$ cat config.mk
export PLATFORM = sky130hd
export DESIGN_NAME = push_button_gesture_classifier_top
export DESIGN_NICKNAME = d
export VERILOG_FILES = /design/src/design/pbgc_pkg.sv /design/src/design/pbgc_div.sv /design/src/design/push_button_gesture_classifier_top.sv
export VERILOG_INCLUDE_DIRS = /design/src /design/src/design
export SDC_FILE = /design/constraint.sdc
export NUM_CORES = 1
export LEC_CHECK = 0
export ABC_AREA = 1
export ABC_CLOCK_PERIOD_IN_PS = 7880
export BUFFER_PORTS_ARGS = -buffer_cell sky130_fd_sc_hd__buf_2
export CAP_MARGIN = 10
export CORE_ASPECT_RATIO = 0.9
export CORE_MARGIN = 2
export CORE_UTILIZATION = 34
export CTS_CLUSTER_DIAMETER = 200
export DETAILED_ROUTE_END_ITERATION = 7
export GPL_ROUTABILITY_DRIVEN = 0
export GPL_TIMING_DRIVEN = 0
export MAX_ROUTING_LAYER = met4
export RECOVER_POWER = 100
export SYNTH_ARGS = -nofsm -noshare
export SYNTH_HDL_FRONTEND = slang
export SYNTH_SLANG_ARGS = --single-unit
export TNS_END_PERCENT = 20
$ cat constraint.sdc
create_clock -name clk -period 7.88 [get_ports clk]
set_input_delay 0 -clock clk [delete_from_list [all_inputs] [get_ports clk]]
set_output_delay 0 -clock clk [all_outputs]
set_load 0.02 [all_outputs]
$ cat src/design/push_button_gesture_classifier_top_defines.svh
// Assertion macros used by the gesture classifier top level.
`ifndef PUSH_BUTTON_GESTURE_CLASSIFIER_TOP_DEFINES_SVH
`define PUSH_BUTTON_GESTURE_CLASSIFIER_TOP_DEFINES_SVH

`ifndef SYNTH
// checked only out of reset
`define PBGC_ASSERT(lbl, prop, msg) \
  lbl: assert property (@(posedge clk) disable iff (!rst_n) prop) else $error(msg);
// checked at every edge, reset included
`define PBGC_ASSERT_ALWAYS(lbl, prop, msg) \
  lbl: assert property (@(posedge clk) prop) else $error(msg);
`else
`define PBGC_ASSERT(lbl, prop, msg)
`define PBGC_ASSERT_ALWAYS(lbl, prop, msg)
`endif

`endif

$ cat src/design/pbgc_pkg.sv
// Types and constants of the push-button gesture classifier.
`default_nettype none
package pbgc_pkg;

  localparam int TIME_W = 32;
  localparam int CFG_W  = 16;
  localparam int REP_W  = 16;
  localparam int ADDR_W = 4;
  localparam int DATA_W = 32;

  localparam logic [CFG_W-1:0] CLICK_RST  = 16'd350;
  localparam logic [CFG_W-1:0] LONG_RST   = 16'd1000;
  localparam logic [CFG_W-1:0] REPEAT_RST = 16'd200;

  localparam logic [REP_W-1:0]  REP_MAX    = 16'hFFFF;
  localparam logic [TIME_W-1:0] QUO_SAT    = 32'd65534;

  localparam int DIV_STEPS = TIME_W;
  localparam int DIV_CNT_W = $clog2(DIV_STEPS);

  typedef enum logic [1:0] {
    REG_CLICK  = 2'd0,
    REG_LONG   = 2'd1,
    REG_REPEAT = 2'd2
  } reg_idx_t;

  typedef enum logic [1:0] {
    OP_PRESS   = 2'd0,
    OP_RELEASE = 2'd1,
    OP_TICK    = 2'd2
  } op_t;

  typedef enum logic [2:0] {
    EV_DOWN         = 3'd0,
    EV_UP           = 3'd1,
    EV_CLICK        = 3'd2,
    EV_LONG_CLICK   = 3'd3,
    EV_HOLD_START   = 3'd4,
    EV_HOLD_REPEAT  = 3'd5,
    EV_HOLD_RELEASE = 3'd6
  } evt_t;

  typedef enum logic [1:0] {
    S_IDLE,
    S_EVAL,
    S_DIV,
    S_EMIT
  } state_t;

  typedef struct packed {
    logic busy;
    logic done;
  } div_stat_t;

endpackage
`default_nettype wire

$ cat src/design/pbgc_div.sv
// Serial restoring divider, one quotient bit per cycle.
`default_nettype none
module pbgc_div
  import pbgc_pkg::*;
(
  input  wire logic              clk,
  input  wire logic              rst_n,
  input  wire logic              start,
  input  wire logic [TIME_W-1:0] dividend,
  input  wire logic [CFG_W-1:0]  divisor,
  output logic      [TIME_W-1:0] quotient,
  output div_stat_t              stat
);

  logic                 busy_r;
  logic                 done_r;
  logic [DIV_CNT_W-1:0] cnt_r;
  logic [TIME_W-1:0]    quo_r;
  logic [CFG_W-1:0]     rem_r;
  logic [CFG_W-1:0]     dsr_r;

  logic [CFG_W:0]   trial;
  logic             step_bit;
  logic [CFG_W-1:0] step_rem;
  logic [CFG_W:0]   diff;

  // remainder stays below the divisor, so the borrow bit is the compare
  always_comb begin
    trial    = {rem_r, quo_r[TIME_W-1]};
    diff     = trial - {1'b0, dsr_r};
    step_bit = !diff[CFG_W];
    step_rem = step_bit ? diff[CFG_W-1:0] : trial[CFG_W-1:0];
  end

  always_ff @(posedge clk) begin
    if (!rst_n) begin
      busy_r <= 1'b0;
      done_r <= 1'b0;
      cnt_r  <= '0;
    end else begin
      done_r <= 1'b0;
      if (start) begin
        busy_r <= 1'b1;
        cnt_r  <= '0;
      end else if (busy_r) begin
        cnt_r <= cnt_r + 1'b1;
        if (cnt_r == DIV_CNT_W'(DIV_STEPS - 1)) begin
          busy_r <= 1'b0;
          done_r <= 1'b1;
        end
      end
    end
  end

  always_ff @(posedge clk) begin
    if (start) begin
      quo_r <= dividend;
      rem_r <= '0;
      dsr_r <= divisor;
    end else if (busy_r) begin
      quo_r <= {quo_r[TIME_W-2:0], step_bit};
      rem_r <= step_rem;
    end
  end

  assign quotient  = quo_r;
  assign stat.busy = busy_r;
  assign stat.done = done_r;

endmodule
`default_nettype wire

$ cat src/design/push_button_gesture_classifier_top.sv
// Top level of the push-button gesture classifier.
// Input channel in_valid/in_stall: one word is in_op (press, release, tick)
//   and in_time_ms, the wrapping millisecond stamp.
// Result channel out_valid/out_stall: 0, 1 or 2 words per input word, each
//   out_event_code, out_repeat_count, out_held_ms and out_last (final word).
// APB port: click time at 0x0, long-press time at 0x4, repeat period at 0x8,
//   16 bits each; pready tied high; write only while the block is idle.
// Sequence after an accepted word (states S_EVAL, S_DIV, S_EMIT):
//   press or release with results: S_EVAL, then S_EMIT loads the output
//   register once the slot is free, then S_IDLE takes the next word.
//   tick past the long-press time: S_EVAL starts the serial divide, S_DIV
//   waits for it, then S_EMIT if the count changed, else S_IDLE.
//   word with no results: S_EVAL goes straight back to S_IDLE.
// One word is in flight at a time; in_stall stays high until its results
//   are in the output stage.
// Stall: a second result word waits in a pending slot behind the output
//   register; nothing new loads until both are gone, payload held steady.
// Reset: rst_n (synchronous) releases the button, clears the repeat count
//   and hold flag and restores 350, 1000 and 200 ms.
`default_nettype none
`include "push_button_gesture_classifier_top_defines.svh"
module push_button_gesture_classifier_top
  import pbgc_pkg::*;
(
  input  wire logic              clk,
  input  wire logic              rst_n,
  // input channel
  input  wire logic              in_valid,
  output logic                   in_stall,
  input  wire logic [1:0]        in_op,
  input  wire logic [TIME_W-1:0] in_time_ms,
  // result channel
  output logic                   out_valid,
  input  wire logic              out_stall,
  output logic [2:0]             out_event_code,
  output logic [REP_W-1:0]       out_repeat_count,
  output logic [TIME_W-1:0]      out_held_ms,
  output logic                   out_last,
  // configuration
  input  wire logic              psel,
  input  wire logic              penable,
  input  wire logic              pwrite,
  input  wire logic [ADDR_W-1:0] paddr,
  input  wire logic [DATA_W-1:0] pwdata,
  output logic      [DATA_W-1:0] prdata,
  output logic                   pready
);

  // configuration registers
  logic [CFG_W-1:0] click_r, long_r, repeat_r;
  logic             cfg_we;

  assign pready = 1'b1;
  assign cfg_we = psel && penable && pwrite && pready;

  always_ff @(posedge clk) begin
    if (!rst_n) begin
      click_r  <= CLICK_RST;
      long_r   <= LONG_RST;
      repeat_r <= REPEAT_RST;
    end else if (cfg_we) begin
      unique case (paddr[3:2])
        REG_CLICK:  click_r  <= pwdata[CFG_W-1:0];
        REG_LONG:   long_r   <= pwdata[CFG_W-1:0];
        REG_REPEAT: repeat_r <= pwdata[CFG_W-1:0];
        default: ;
      endcase
    end
  end

  always_comb begin
    unique case (paddr[3:2])
      REG_CLICK:  prdata = {{(DATA_W-CFG_W){1'b0}}, click_r};
      REG_LONG:   prdata = {{(DATA_W-CFG_W){1'b0}}, long_r};
      REG_REPEAT: prdata = {{(DATA_W-CFG_W){1'b0}}, repeat_r};
      default:    prdata = '0;
    endcase
  end

  // button state
  logic [TIME_W-1:0] start_r;
  logic              active_r;
  logic [REP_W-1:0]  reps_r;
  logic              hold_r;

  // captured input word
  logic [1:0]        op_r;
  logic [TIME_W-1:0] time_r;
  logic [TIME_W-1:0] held_r;

  // staged result codes
  evt_t code0_r, code1_r;
  logic two_r;

  // output register and pending slot
  logic              out_valid_r;
  evt_t              out_code_r;
  logic [REP_W-1:0]  out_reps_r;
  logic [TIME_W-1:0] out_held_r;
  logic              out_last_r;
  logic              pend_valid_r;
  evt_t              pend_code_r;

  state_t state_r, state_nxt;

  logic in_acc, out_acc;
  logic slot_free, emit_load;
  logic div_start;
  logic tick_hit;
  logic rel_click, rel_long;

  logic [TIME_W-1:0] div_quo;
  div_stat_t         div_stat;
  logic              div_run;
  logic [TIME_W-1:0] div_dividend;
  logic [REP_W-1:0]  cnt_calc;

  assign in_acc  = in_valid && !in_stall;
  assign out_acc = out_valid_r && !out_stall;
  assign in_stall = (state_r != S_IDLE);

  assign slot_free = !pend_valid_r && (!out_valid_r || out_acc);

  assign tick_hit     = active_r && (repeat_r != '0) &&
                        (held_r >= {{(TIME_W-CFG_W){1'b0}}, long_r});
  assign div_dividend = held_r - {{(TIME_W-CFG_W){1'b0}}, long_r};
  assign rel_click    = held_r < {{(TIME_W-CFG_W){1'b0}}, click_r};
  assign rel_long     = held_r < {{(TIME_W-CFG_W){1'b0}}, long_r};

  // 1 + quotient, saturated to the counter range
  assign cnt_calc = (div_quo >= QUO_SAT) ? REP_MAX : (div_quo[REP_W-1:0] + 1'b1);

  assign div_run = div_stat.busy || div_stat.done;

  pbgc_div u_div (
    .clk      (clk),
    .rst_n    (rst_n),
    .start    (div_start),
    .dividend (div_dividend),
    .divisor  (repeat_r),
    .quotient (div_quo),
    .stat     (div_stat)
  );

  always_ff @(posedge clk) begin
    if (!rst_n) state_r <= S_IDLE;
    else        state_r <= state_nxt;
  end

  always_comb begin
    state_nxt = state_r;
    div_start = 1'b0;
    emit_load = 1'b0;
    unique case (state_r)
      S_IDLE: begin
        if (in_acc) state_nxt = S_EVAL;
      end
      S_EVAL: begin
        case (op_r)
          OP_PRESS: state_nxt = S_EMIT;
          OP_RELEASE: state_nxt = active_r ? S_EMIT : S_IDLE;
          OP_TICK: begin
            if (tick_hit) begin
              div_start = 1'b1;
              state_nxt = S_DIV;
            end else begin
              state_nxt = S_IDLE;
            end
          end
          default: state_nxt = S_IDLE;
        endcase
      end
      S_DIV: begin
        if (div_stat.done) state_nxt = (cnt_calc != reps_r) ? S_EMIT : S_IDLE;
      end
      S_EMIT: begin
        if (slot_free) begin
          emit_load = 1'b1;
          state_nxt = S_IDLE;
        end
      end
      default: state_nxt = S_IDLE;
    endcase
  end

  // button state, control part
  always_ff @(posedge clk) begin
    if (!rst_n) begin
      active_r <= 1'b0;
      reps_r   <= '0;
      hold_r   <= 1'b0;
      start_r  <= '0;
    end else begin
      if (state_r == S_EVAL) begin
        case (op_r)
          OP_PRESS: begin
            start_r  <= time_r;
            active_r <= 1'b1;
            reps_r   <= '0;
            hold_r   <= 1'b0;
          end
          OP_RELEASE: active_r <= 1'b0;
          default: ;
        endcase
      end else if (state_r == S_DIV && div_stat.done && cnt_calc != reps_r) begin
        reps_r <= cnt_calc;
        hold_r <= 1'b1;
      end
    end
  end

  // capture and staging
  always_ff @(posedge clk) begin
    if (in_acc) begin
      op_r   <= in_op;
      time_r <= in_time_ms;
      held_r <= in_time_ms - start_r;
    end else if (state_r == S_EVAL && op_r == OP_PRESS) begin
      held_r <= '0;
    end
    if (state_r == S_EVAL) begin
      code1_r <= EV_UP;
      if (op_r == OP_PRESS) begin
        code0_r <= EV_DOWN;
        two_r   <= 1'b0;
      end else if (rel_click) begin
        code0_r <= EV_CLICK;
        two_r   <= 1'b1;
      end else if (rel_long) begin
        code0_r <= EV_LONG_CLICK;
        two_r   <= 1'b1;
      end else if (hold_r) begin
        code0_r <= EV_HOLD_RELEASE;
        two_r   <= 1'b1;
      end else begin
        code0_r <= EV_UP;
        two_r   <= 1'b0;
      end
    end else if (state_r == S_DIV && div_stat.done) begin
      code0_r <= EV_HOLD_REPEAT;
      code1_r <= EV_HOLD_START;
      two_r   <= (cnt_calc == REP_W'(1));
    end
  end

  // output stage, control part
  always_ff @(posedge clk) begin
    if (!rst_n) begin
      out_valid_r  <= 1'b0;
      pend_valid_r <= 1'b0;
    end else if (emit_load) begin
      out_valid_r  <= 1'b1;
      pend_valid_r <= two_r;
    end else if (out_acc) begin
      out_valid_r  <= pend_valid_r;
      pend_valid_r <= 1'b0;
    end
  end

  // output stage, payload; both words of one input share count and held time
  always_ff @(posedge clk) begin
    if (emit_load) begin
      out_code_r  <= code0_r;
      out_reps_r  <= reps_r;
      out_held_r  <= held_r;
      out_last_r  <= !two_r;
      pend_code_r <= code1_r;
    end else if (out_acc && pend_valid_r) begin
      out_code_r <= pend_code_r;
      out_last_r <= 1'b1;
    end
  end

  assign out_valid        = out_valid_r;
  assign out_event_code   = out_code_r;
  assign out_repeat_count = out_reps_r;
  assign out_held_ms      = out_held_r;
  assign out_last         = out_last_r;

  `PBGC_ASSERT(a_pend_behind_out, pend_valid_r |-> out_valid_r, "pending word alone")
  `PBGC_ASSERT(a_nonlast_has_pend, (out_valid_r && !out_last_r) |-> pend_valid_r, "pend missing")
  `PBGC_ASSERT(a_accept_eval, in_acc |=> (state_r == S_EVAL), "accepted word not evaluated")
  `PBGC_ASSERT(a_div_owned, div_run |-> (state_r == S_DIV), "divider outside S_DIV")
  `PBGC_ASSERT_ALWAYS(a_rst_idle, !rst_n |=> state_r == S_IDLE && !out_valid_r, "reset busy")

endmodule
`default_nettype wire
==> summary.md <==
| Metric | Value |
|---|---|
| Status | finished, final reports clean |
| CTS tree | built |
| GR peak layer | met2 |
| Most common cell after layout, fill and taps aside | nand2_1 |
| Layout Area Growth over Synthesis | 18.5% |
| Hold Crit Start | pwrite |
| Slew Limit Fails | 0 |
| Worst Path Required | 8.34 ns |
| Critical path capture point type | flop |
| CTS H-tree lvls | 2 |
| Filler instances | 4725 |
| CP Launch Point | held_r[3] |
| Unique masters post-synth | 48 |
| N_diodes | 0 |
| Top FF cell, synth | edfxtp_1 |
| R2r endpoint | u_div.rem_r[4] |
| Net Sw Frac | 31.7% |
| Hold slack | 0.0237 ns |
| Dpl ws | 4.20 ns |
| Worst Reg-to-Reg Cells | 13 |
| Clock sinks | 299 |
| Starting DRT DRC Count | 1209 |
| Die W | 232 um |
| Core Footprint | 46500 sq um |
| Via-per-instance ratio | 4.97 |
| Most frequent cells in the layout | 361 x nand2_1, 237 x inv_1, 180 x nor2_1 |
| Final wirelength | 44.4 mm |
| Reg area | 7710 sq um |
| P_int | 0.00318 W |
| Worst reg2reg setup slack | 3.44 ns |
| Via count | 13800 |
| Cell Pwr Density | 246 nW/um^2 |
| Hold WC Path Type | input pin to flop |
| Clk buf depth | 3 |
| Synth Instances | 1891 |
| Final hold viol count | 0 |
| Ys Warns | 0 |
| Peak supply drop | 205 uV |
| I/O pin total | 164 |
| Setup_tns | 0 ns |
| # setup viols final | 0 |
| Overflow after GRT | 0 |
| Largest cells by area after synthesis | edfxtp_1 32%, dfxtp_1 16%, nand2_1 8.4% |
| Setup Skew | 0.0301 ns |
| Final core utilization | 40.7% |
| CP Launch Type | flop |
| First-pass GRT wire length | 69.3 mm |
| R2R Path Start | held_r[3] |
| Largest net degree at the start of global routing | 37 |
| Setup bufs post-CTS | 0 |
| Clk root buf | clkbuf_16 |
| PostCTS Resize Cnt | 0 |
| Initial Util | 34.3% |
| Clock latency on the worst-skew pair | 0.55 ns |
| Asr flop ratio synth | 0% |
| Clk network pwr share | 34.6% |
| Period minus WS final | 4.44 ns |
| Die H | 209 um |
| CTS Buf Count | 34 |
| Post-synth top area share | 32.4% |
| GR Util met2 | 29.0% |
| Vias in the first global route | 13200 |
| Net Sw Power | 0.00147 W |
| First-pass DRT Iterations | 5 |
| Share of post-route cells with drive strength above 1 | 5.25% |
| Syn Std Cell Area | 15900 sq um |
| DR WL/cell | 16.0 um |
| CP Max Fanout | 36 |
| Die footprint | 48700 sq um |
| Footprint of the multi-input gates | 6960 sq um |
| Post-synth EDFFs | 172 |
| Synth Register Bits | 299 |
| Max Cap Viol | 0 |
| GRT Total Usage | 18.7% |
| Part of the cycle the worst path needs | 56.4% |
| Area leader, netlist | edfxtp_1 |
| Std-Cell Rows | 75 |
| Cell leakage power | 7.53 nW |
| CTS clk-pin slew, worst paths | 0.06 ns |
| Global Route met3 Usage | 2.53% |
| Initial antenna violation count | 0 |
| Seq pwr share | 42.5% |
| Dpl hpwl | 33.9 mm |
| Final WS setup | 3.44 ns |
| Maximum clock frequency | 225 MHz |
| Data arrival, critical path | 4.91 ns |
| Transition time at the pin with the least slew margin | 1.47 ns |
| Mapped Avg Cell Area | 8.43 sq um |
| Nets | 2291 |
| Comb pwr share | 22.9% |
| Met1 Use GR | 24.6% |
| ANT nets after route | 0 |
| Hold buffer count at CTS | 54 |
| IO buf count | 127 |
| RSZ-0062 raised after global routing | false |
| End of the critical path | u_div.rem_r[4] |
| DRC | 0 |
| Post-synthesis sequential area ratio | 48.3% |
| Slew headroom | 2.24% |
| Critical path class | flop to flop |
## cells in the mapped netlist, types with 19 or more instances
| library cell | count |
|---|---|
| nand2_1 | 359 |
| inv_1 | 233 |
| nor2_1 | 177 |
| a21oi_1 | 172 |
| edfxtp_1 | 172 |
| o21ai_0 | 157 |
| dfxtp_1 | 127 |
| nand3_1 | 100 |
| ha_1 | 82 |
| clkbuf_1 | 38 |
| xor2_1 | 30 |
| xnor2_1 | 24 |
| nand4_1 | 22 |
| o221ai_1 | 19 |
## cell type report
type	count	area share, %
flip-flops and latches	299	40.8
multi-input cells	1295	36.8
repair buffers	187	5.64
clock buffers	49	5.57
inverters	241	4.78
well taps	616	4.08
plain buffers	71	1.86
clock inverters	12	0.483
## registers in the layout, summed over array words and instances, names as in the netlist, 2 cells and up
signal and cells:
held_r 32, out_held_ms 32, start_r 32, time_r 32
u_div.quotient 32, click_r 16, long_r 16, out_repeat_count 16
repeat_r 16, reps_r 16, u_div.dsr_r 16, u_div.rem_r 16
u_div.cnt_r 5, code0_r 3, out_event_code 3, code1_r 2
op_r 2, pend_code_r 2, state_r 2
## worst max-delay path, cell delays in order, from the launching register on
cell	delay, ns
edfxtp_1	0.46
ha_1	0.41
a21oi_1	0.20
nand2_1	0.10
a21oi_1	0.32
o21bai_1	0.15
a21oi_1	0.35
o211ai_1	0.22
nand3_1	0.19
nand2_1	0.86
inv_1	0.41
clkbuf_1	0.50
nand2_1	0.10
nand2_1	0.10
## logic make-up after synthesis
| group | share of synthesized area, % |
|---|---|
| AO/OA/AOI/OAI | 14.6 |
| XOR/XNOR | 2.97 |
| adder cells (fa/ha/maj) | 6.81 |
| buffers and inverters | 8.05 |
| flip-flops | 48.3 |
| other | 0.0471 |
| AND/OR/NAND/NOR | 19.2 |
## worst min-delay path by stage
stage | endpoint | slack [ns] | cells past startpoint
floorplan | op_r[0] | 0.1 | 0
CTS | click_r[8] | 0.0002 | 5
finish | click_r[8] | 0.02 | 5
global route | click_r[8] | 0.04 | 5
detailed placement | time_r[29] | 0.20 | 1
global placement | time_r[29] | 0.20 | 1
## metal layers
layer,share of wire (%),up-vias
li1,-,6848
met1,46,6389
met2,45,454
met3,6.0,89
met4,3.4,0
met5,0,-
## metrics by stage
step	instance area, sq um	instances	total power [W]
after floorplan	16000	1906	0.00273
after CTS	19200	2769	0.00470
after detailed placement	17500	2654	0.00306
after global placement	17400	2649	0.00304
final	18900	2770	0.00465
after global routing	18900	2770	0.00491
## power groups by stage
| stage | clock network (W) | registers (W) | logic (W) |
|---|---|---|---|
| global route | 0.00171 | 0.00199 | 0.00121 |
| global placement | 0 | 0.00201 | 0.00102 |
| floorplan | 0 | 0.00198 | 0.000743 |
| detailed placement | 0 | 0.00201 | 0.00106 |
| finish | 0.00161 | 0.00198 | 0.00107 |
| CTS | 0.00164 | 0.00198 | 0.00108 |
No activity file was read; power rests on OpenSTA's default activity.
